--- config.mk ---
export PLATFORM = sky130hd
export DESIGN_NAME = lmst_sqrt_cell
export DESIGN_NICKNAME = d
export VERILOG_FILES = /design/src/lmst_pkg.sv /design/src/lmst_sqrt_cell.sv
export SDC_FILE = /design/constraint.sdc
export NUM_CORES = 1
export LEC_CHECK = 0
export ABC_AREA = 1
export BUFFER_PORTS_ARGS = -buffer_cell sky130_fd_sc_hd__buf_4
export CORE_MARGIN = 4
export CORE_UTILIZATION = 30
export DETAILED_ROUTE_END_ITERATION = 12
export PLACE_DENSITY = 0.59
export SYNTH_ARGS = -nofsm -noshare
export SYNTH_HDL_FRONTEND = slang
export SYNTH_SLANG_ARGS = --single-unit
--- constraint.sdc ---
create_clock -name clk -period 2 [get_ports clk]
set_input_delay 0.1 -clock clk [delete_from_list [all_inputs] [get_ports clk]]
set_output_delay 0.1 -clock clk [all_outputs]
set_load 0.05 [all_outputs]
--- src/lmst_pkg.sv ---
// ----------------------------------------------------------------------------
// lmst_pkg: shared constants and types of the local threshold binariser
// Store geometry, register indexes and the word passed along the square
// root cell chain.
// ----------------------------------------------------------------------------
`default_nettype none

package lmst_pkg;

  localparam int MAX_WIDTH = 1024;
  localparam int MAX_BLOCK = 31;
  localparam int COL_AW    = $clog2(MAX_WIDTH);
  localparam int ROW_SLOTS = 32;
  localparam int SLOT_AW   = $clog2(ROW_SLOTS);
  localparam int ROW_AW    = SLOT_AW + COL_AW;
  localparam int ROW_DEPTH = ROW_SLOTS * MAX_WIDTH;

  // Square root of a 48-bit radicand, one result bit per cell.
  localparam int SQ_STEPS = 24;
  localparam int SQ_RAD_W = 2 * SQ_STEPS;
  localparam int SQ_REM_W = SQ_STEPS + 3;

  localparam logic [1:0] REG_IMAGE_WIDTH  = 2'd0;
  localparam logic [1:0] REG_IMAGE_HEIGHT = 2'd1;
  localparam logic [1:0] REG_BLOCK_SIZE   = 2'd2;
  localparam logic [1:0] REG_K_GAIN       = 2'd3;

  typedef struct packed {
    logic                valid;
    logic [SQ_REM_W-1:0] rem;
    logic [SQ_STEPS-1:0] root;
    logic [SQ_RAD_W-1:0] rad;
  } sqrt_stage_t;

endpackage

`default_nettype wire

--- src/lmst_sqrt_cell.sv ---
// ----------------------------------------------------------------------------
// lmst_sqrt_cell: one step of a restoring integer square root
// Takes the top two radicand bits, decides one root bit and hands the
// partial remainder and root on to the next cell.
// ----------------------------------------------------------------------------
`default_nettype none

module lmst_sqrt_cell (
  input  wire logic                 clk,
  input  wire logic                 rst,
  input  wire lmst_pkg::sqrt_stage_t din,
  output lmst_pkg::sqrt_stage_t      dout
);
  import lmst_pkg::*;

  logic [SQ_REM_W-1:0] trial;
  logic [SQ_REM_W-1:0] cand;
  logic                take;

  assign trial = {din.rem[SQ_REM_W-3:0], din.rad[SQ_RAD_W-1 -: 2]};
  assign cand  = {1'b0, din.root, 2'b01};
  assign take  = trial >= cand;

  always_ff @(posedge clk) begin
    if (rst) begin
      dout.valid <= 1'b0;
    end else begin
      dout.valid <= din.valid;
    end
    dout.rem  <= take ? trial - cand : trial;
    dout.root <= {din.root[SQ_STEPS-2:0], take};
    dout.rad  <= {din.rad[SQ_RAD_W-3:0], 2'b00};
  end

endmodule

`default_nettype wire

==> run summary, run 1 <==
Source of the worst hold timing path - din[96]
Portion of the post-synthesis area used by sequential elements - 0.443
Leakage power of the design - 4.12 nW
Cell Area, Synth - 4430 sq um
Required time reported for the critical path endpoint - 2.30 ns
Initial DRC count - 194
Worst hold path stage count - 3
Peak supply drop - 0.000363 V
Proportion of register bits with asynchronous set or reset after synthesis - 0
Final Critical Period - 1.80 ns
Final nets - 1066
Clk pwr share - 0.285
Count of antenna diodes in the layout - 0
Number of pins exceeding their max-slew limit in the final report - 0
Final ANT Viol Nets - 0
Worst setup path class - in -> reg
Register bank with the most flops - dout
Share of the core filled with cells in the final layout - 0.514
Net switching share of the total power - 0.363
Max-cap viol count - 0
Clock slew at the register clock pins of the worst setup and hold paths - 0.07 ns
HPWL reported at the end of detailed placement - 11000 um
Top-level port count - 202
Most used flip-flop cell after synthesis - sky130_fd_sc_hd__dfxtp_1
Design area - 7440 sq um
Yosys top cell by area - sky130_fd_sc_hd__dfxtp_1
Area enclosed by the die boundary - 16800 sq um
Buffer type at the clock tree root - sky130_fd_sc_hd__clkbuf_16
Unrepaired setup endpoints after global routing - false
Dominant cells by area after synthesis - sky130_fd_sc_hd__dfxtp_1, sky130_fd_sc_hd__nand2_1, sky130_fd_sc_hd__inv_1, sky130_fd_sc_hd__ha_1, sky130_fd_sc_hd__nand3_1
Largest net degree at the start of global routing - 27
Internal Dissipation - 3.74 mW
Finish-stage setup viols - 0
Number of warning messages in the yosys log - 0
Chip Width - 130 um
Met3 usage - 0.0433
Area growth from synthesis to final layout - 68.0%
Final weighted congestion of routability-driven global placement - 0.902
Kind of path behind the tightest hold check - in -> reg
Vias in the first global route - 4546
Crit start category - input pin
CTS tree - done
Capturing element type of the critical path - flop
Clock buffers created by TritonCTS - 9
Max H-tree Level - 3
Post-synth top area share - 0.443
Top flop regs - dout (98)
Count of input and output buffers - 197
Floorplan core area - 14500 sq um
First-pass GRT wire length - 22300 um
Die Y-Extent - 130 um
Clock tree sinks - 98
Destination of the worst hold path - dout[98]$_DFF_P_
Final worst path period share - 0.899
Total wirelength of the detailed-routed design - 14500 um
FMAX - 556 MHz
Share of final-layout standard cells stronger than drive strength 1 - 0.251
Mean instance size in the synthesized netlist - 7.05 sq um
Layer carrying the most global-route usage - met2
Synth cell count leaders - sky130_fd_sc_hd__nand2_1, sky130_fd_sc_hd__inv_1, sky130_fd_sc_hd__dfxtp_1
GR Overflow Total - 0
Accumulated negative setup slack - 0 ns
Initial Utilization - 0.306
Most instantiated library cell after synthesis - sky130_fd_sc_hd__nand2_1
Data arrival time of the critical path - 2.10 ns
DRC Markers - 0
Instance count of the mapped netlist - 628
Total power divided by cell area - 790 nW/um^2
GRT Total Usage - 0.171
Final-report hold violation count - 0
Relative contribution of sequential cells to total power - 0.372
CTS Buffer Depth - 2
Initial antenna violation count - 0
Fillers - 1480
Max reg flops - 98
Post-synthesis register bit count - 98
Post-synth EDFFs - 0
Placed Area - 6150 sq um
First-pass detailed-route iteration total - 4
Count of unique library cells instantiated by Yosys - 25
Status - completed
Met1 usage in global routing - 0.206
Vias per cell - 4.07
Net switching component of the power - 2.14 mW
Number of core rows - 44
Combinational cell fraction of total power - 0.343
Critical Path Fanout Max - 7
Global routing usage on met2 - 0.300
Routed via count - 4585
Routed WL per cell - 12.9 um
critical path, cell delays in order:
cell and delay (ns):
sky130_fd_sc_hd__dlygate4sd3_1 0.53, sky130_fd_sc_hd__buf_4 0.15, sky130_fd_sc_hd__ha_4 0.29, sky130_fd_sc_hd__nand2_1 0.09, sky130_fd_sc_hd__inv_1 0.08, sky130_fd_sc_hd__nand2_1 0.09, sky130_fd_sc_hd__nor3_2 0.18, sky130_fd_sc_hd__nand2_1 0.11
sky130_fd_sc_hd__nand3_4 0.13, sky130_fd_sc_hd__buf_4 0.18, sky130_fd_sc_hd__nand3_1 0.09, sky130_fd_sc_hd__nand2_1 0.07
how the worst max path moves through the flow:
stage                     slack (ns)  cells after the start                to     from
final                           0.20                     12  dout[95]$_DFF_P_  din[94]
after global routing            0.05                     12  dout[95]$_DFF_P_  din[94]
after CTS                       0.01                     10  dout[75]$_DFF_P_  din[94]
after detailed placement        0.05                     14  dout[75]$_DFF_P_  din[56]
after global placement          0.05                     14  dout[95]$_DFF_P_  din[56]
after floorplan                 0.48                     14  dout[96]$_DFF_P_  din[55]
power groups by stage:
| stage | sequential [mW] | combinational (mW) | clock (mW) |
|---|---|---|---|
| floorplan | 2.88 | 0.579 | 0 |
| global placement | 2.23 | 1.86 | 0 |
| detailed placement | 2.23 | 1.86 | 0 |
| CTS | 2.19 | 2.02 | 1.75 |
| global route | 2.20 | 2.18 | 1.81 |
| finish | 2.19 | 2.02 | 1.68 |
stage by stage:
| stage | total power [mW] | hold slack, ns | setup WS (ns) | cells |
|---|---|---|---|---|
| after global routing | 6.19 | 0.0301 | 0.0457 | 1127 |
| after detailed placement | 4.10 | 0.206 | 0.0495 | 1015 |
| final | 5.88 | 0.0321 | 0.202 | 1127 |
| after CTS | 5.96 | 0.0179 | 0.0129 | 1127 |
| after floorplan | 3.46 | 0.128 | 0.480 | 629 |
| after global placement | 4.09 | 0.204 | 0.0537 | 1015 |
area by class of cell:
cell class	instances	area [sq um]	share of cell area
Sequential cell	98	1960	0.264
Clock inverter	7	60.1	0.00807
Multi-Input combinational cell	398	1940	0.261
Timing Repair Buffer	305	2540	0.342
Tap cell	184	230	0.0309
Inverter	126	478	0.0642
Clock buffer	9	225	0.0303
cell usage in the layout, fill, tap and decap left out:
cell type,synthesis,layout
sky130_fd_sc_hd__nand2_1,249,249
sky130_fd_sc_hd__buf_4,3,208
sky130_fd_sc_hd__inv_1,125,125
sky130_fd_sc_hd__dfxtp_1,98,98
sky130_fd_sc_hd__dlygate4sd3_1,0,96
sky130_fd_sc_hd__nor2_1,36,36
sky130_fd_sc_hd__nand3_1,33,33
sky130_fd_sc_hd__ha_1,26,25
sky130_fd_sc_hd__a21oi_1,13,13
sky130_fd_sc_hd__xor2_1,13,13
sky130_fd_sc_hd__clkbuf_16,0,9
sky130_fd_sc_hd__nand4_1,5,5
sky130_fd_sc_hd__nor2_2,4,4
sky130_fd_sc_hd__o21ai_0,4,4
sky130_fd_sc_hd__nand3b_1,4,4
sky130_fd_sc_hd__nand2_2,2,2
sky130_fd_sc_hd__inv_6,0,2
sky130_fd_sc_hd__conb_1,1,2
sky130_fd_sc_hd__clkinvlp_4,0,2
sky130_fd_sc_hd__inv_8,0,2
sky130_fd_sc_hd__o211ai_1,1,1
sky130_fd_sc_hd__nor3_2,0,1
sky130_fd_sc_hd__nand3_4,0,1
sky130_fd_sc_hd__nand3_2,2,1
sky130_fd_sc_hd__or2_2,1,1
sky130_fd_sc_hd__xnor2_1,1,1
sky130_fd_sc_hd__and2_1,1,1
sky130_fd_sc_hd__ha_4,0,1
sky130_fd_sc_hd__clkinv_4,0,1
sky130_fd_sc_hd__clkinv_2,0,1
sky130_fd_sc_hd__buf_12,1,1
timing repair:
action / CTS / global route
buffers inserted: 0 / 0
endpoints found under the hold margin: 95 / 0
hold buffers: 96 / 0
gates resized for setup: 0 / 10
setup endpoints to repair: 0 / 28
cells by family (layout without fill, tap and decap cells):
| group | after synthesis | count (layout) | share of synthesized area |
|---|---|---|---|
| other | 1 | 2 | 0.000846 |
| XOR/XNOR | 14 | 14 | 0.0277 |
| AO/OA/AOI/OAI | 18 | 18 | 0.0209 |
| AND/OR/NAND/NOR | 338 | 338 | 0.310 |
| buffers and inverters | 133 | 447 | 0.125 |
| adder cells (fa/ha/maj) | 26 | 26 | 0.0734 |
| flip-flops | 98 | 98 | 0.443 |
layer usage:
layer  vias to the layer above  share of wire
met3                        10          0.081
met1                      1947           0.43
met5                         -              0
met4                         0          0.013
met2                       144           0.47
li1                       2484              -
(Power assumes the default switching activity.)
==> run 2, diff against run 1 <==
CORE_ASPECT_RATIO = 1.75   (was unset)
==> run summary, run 2 (synthesis results as in run 1) <==
Status - completed
Initial DRC count - 115 (-41%)
Chip Width - 99.9 um (-23%)
Cell repeated most along the worst path - sky130_fd_sc_hd__nand2_1
Final ANT Viol Nets - 0 (unchanged)
Final Critical Period - 1.88 ns (+0.0855 ns)
Routed WL per cell - 13.1 um (+2.2%)
Max H-tree Level - 3 (unchanged)
Biggest cell delay along the critical path - 0.55 ns (+0.02 ns)
Max-cap viol count - 0 (unchanged)
Area enclosed by the die boundary - 16900 sq um (+0.46%)
Finish-stage setup viols - 0 (unchanged)
Final weighted congestion of routability-driven global placement - 0.957 (+6.1%)
Share of the core filled with cells in the final layout - 0.524 (+0.0103)
Endpoint of the worst setup timing path - dout[95]$_DFF_P_
First-pass GRT wire length - 22500 um (+0.99%)
Placement Setup Slack - 0.0779 ns (+0.0284 ns)
Peak supply drop - 0.000365 V (+0.55%)
Vias per cell - 4.14 (+1.8%)
Highest-count cells in the layout ignoring fill and taps - sky130_fd_sc_hd__nand2_1, sky130_fd_sc_hd__buf_4, sky130_fd_sc_hd__inv_1, sky130_fd_sc_hd__dfxtp_1, sky130_fd_sc_hd__dlygate4sd3_1
Final worst path period share - 0.942 (+0.0428)
Floorplan core area - 14400 sq um (-0.26%)
Number of core rows - 58 (+32%)
Total power divided by cell area - 790 nW/um^2 (about the same)
Worst setup path class - in -> reg
Clock buffers created by TritonCTS - 9 (unchanged)
First-pass detailed-route iteration total - 4 (unchanged)
Slowest cell on crit path - sky130_fd_sc_hd__dlygate4sd3_1
Final setup slack of the worst path - 0.116 ns (-0.0855 ns)
Number of pins exceeding their max-slew limit in the final report - 0 (unchanged)
FMAX - 531 MHz (-4.5%)
Final-report hold violation count - 0 (unchanged)
Worst path cell trace - dlygate4sd3_1 > buf_4 > inv_2 > ha_4 > nand2_1 > nand2_1 > nand2_1 > nand2_1 > nand2_1 > nand3_2 > nand2_2 > nand3_4 > buf_4 > nand3_1 > nand2_1
Top-level port count - 202 (unchanged)
Total wirelength of the detailed-routed design - 14800 um (+2.5%)
DRC Markers - 0 (unchanged)
Largest net degree at the start of global routing - 19 (-30%)
Fillers - 1464 (-1.1%)
Die Y-Extent - 169 um (+30%)
Initial antenna violation count - 0 (unchanged)
Kind of path behind the tightest hold check - in -> reg
Worst-case hold slack - 0.0148 ns (-0.0173 ns)
Crit. Startpoint - din[50]
Initial Utilization - 0.307 (+0.000795)
Count of input and output buffers - 197 (unchanged)
Routed via count - 4678 (+2.0%)
Vias in the first global route - 4825 (+6.1%)
Register bank with the most flops - dout
Final instance count without filler cells - 1130 (+0.27%)
Max reg flops - 98 (unchanged)
Leakage power of the design - 4.18 nW (+1.4%)
Critical Path Fanout Max - 5 (-2)
Clock tree sinks - 98 (unchanged)
Buffer type at the clock tree root - sky130_fd_sc_hd__clkbuf_16
Most common cell after layout, fill and taps aside - sky130_fd_sc_hd__nand2_1
GRT Total Usage - 0.171 (+0.000547)
Required time reported for the critical path endpoint - 2.24 ns (-0.06 ns)
CTS tree - done
Accumulated negative setup slack - 0 ns (unchanged)
Capturing element type of the critical path - flop
Clock slew at the register clock pins of the worst setup and hold paths - 0.08 ns (about the same)
Top flop regs - dout (98)
Share of final-layout standard cells stronger than drive strength 1 - 0.266 (+0.0150)
CTS Buffer Depth - 2 (unchanged)
HPWL reported at the end of detailed placement - 11400 um (+3.8%)
Inst Count DP - 1017 (+0.20%)
Final nets - 1073 (+0.66%)
Postcts setup bufs - 0 (unchanged)
GR Overflow Total - 0 (unchanged)
Area growth from synthesis to final layout - 70.9%
Data arrival time of the critical path - 2.12 ns (+0.02 ns)
Count of antenna diodes in the layout - 0 (unchanged)
Crit start category - input pin
run 2: routing by layer:
layer | vias to the layer above | share of wire | track usage
li1 | 2502 | - | -
met1 | 1992 | 0.33 | 0.153
met2 | 156 | 0.56 | 0.353
met3 | 28 | 0.075 | 0.0334
met4 | 0 | 0.039 | 0.0731
met5 | - | 0 | 0
run 2: what timing repair did:
| item | CTS | global route |
|---|---|---|
| setup endpoints to repair | 0 | 27 |
| hold endpoints to repair | 95 | 0 |
| hold buffers | 96 | 0 |
| gates resized for setup | 0 | 18 |
run 2: layout make-up:
type	instances	area, sq um	share of cell area
clock buffer	10	239	0.0316
inverter	126	478	0.0631
timing repair buffer	312	2620	0.346
sequential	98	1960	0.259
multi-input combinational	398	1990	0.263
tap	180	225	0.0297
clock inverter	6	57.6	0.00760
run 2: critical path: cells and delay by family:
family                     cells  cell delay, ns
and+or+nand+nor               10            0.90
adders and majority gates      1            0.21
buffers and inverters          4            0.93
run 2: worst min path at each step:
stage / startpoint / slack, ns / cells after the start / end
detailed placement: din[10] / 0.21 / 1 / dout[12]$_DFF_P_
floorplan: din[8] / 0.13 / 0 / dout[10]$_DFF_P_
CTS: din[96] / 0.01 / 3 / dout[98]$_DFF_P_
global placement: din[42] / 0.20 / 1 / dout[44]$_DFF_P_
finish: din[96] / 0.01 / 3 / dout[98]$_DFF_P_
global route: din[96] / 0.04 / 3 / dout[98]$_DFF_P_
run 2: where the power goes:
part	leakage [nW]	internal [mW]	switching (mW)
Combinational	3.21	0.776	1.30
Clock	0.147	0.905	0.817
Sequential	0.827	2.14	0.0487
run 2: through the flow:
stage	power, mW	cell area [sq um]
2_1_floorplan	3.46	4430
3_3_place_gp	4.12	6210
3_5_place_dp	4.13	6210
4_1_cts	6.04	7460
5_1_grt	6.30	7570
6_report	5.98	7570
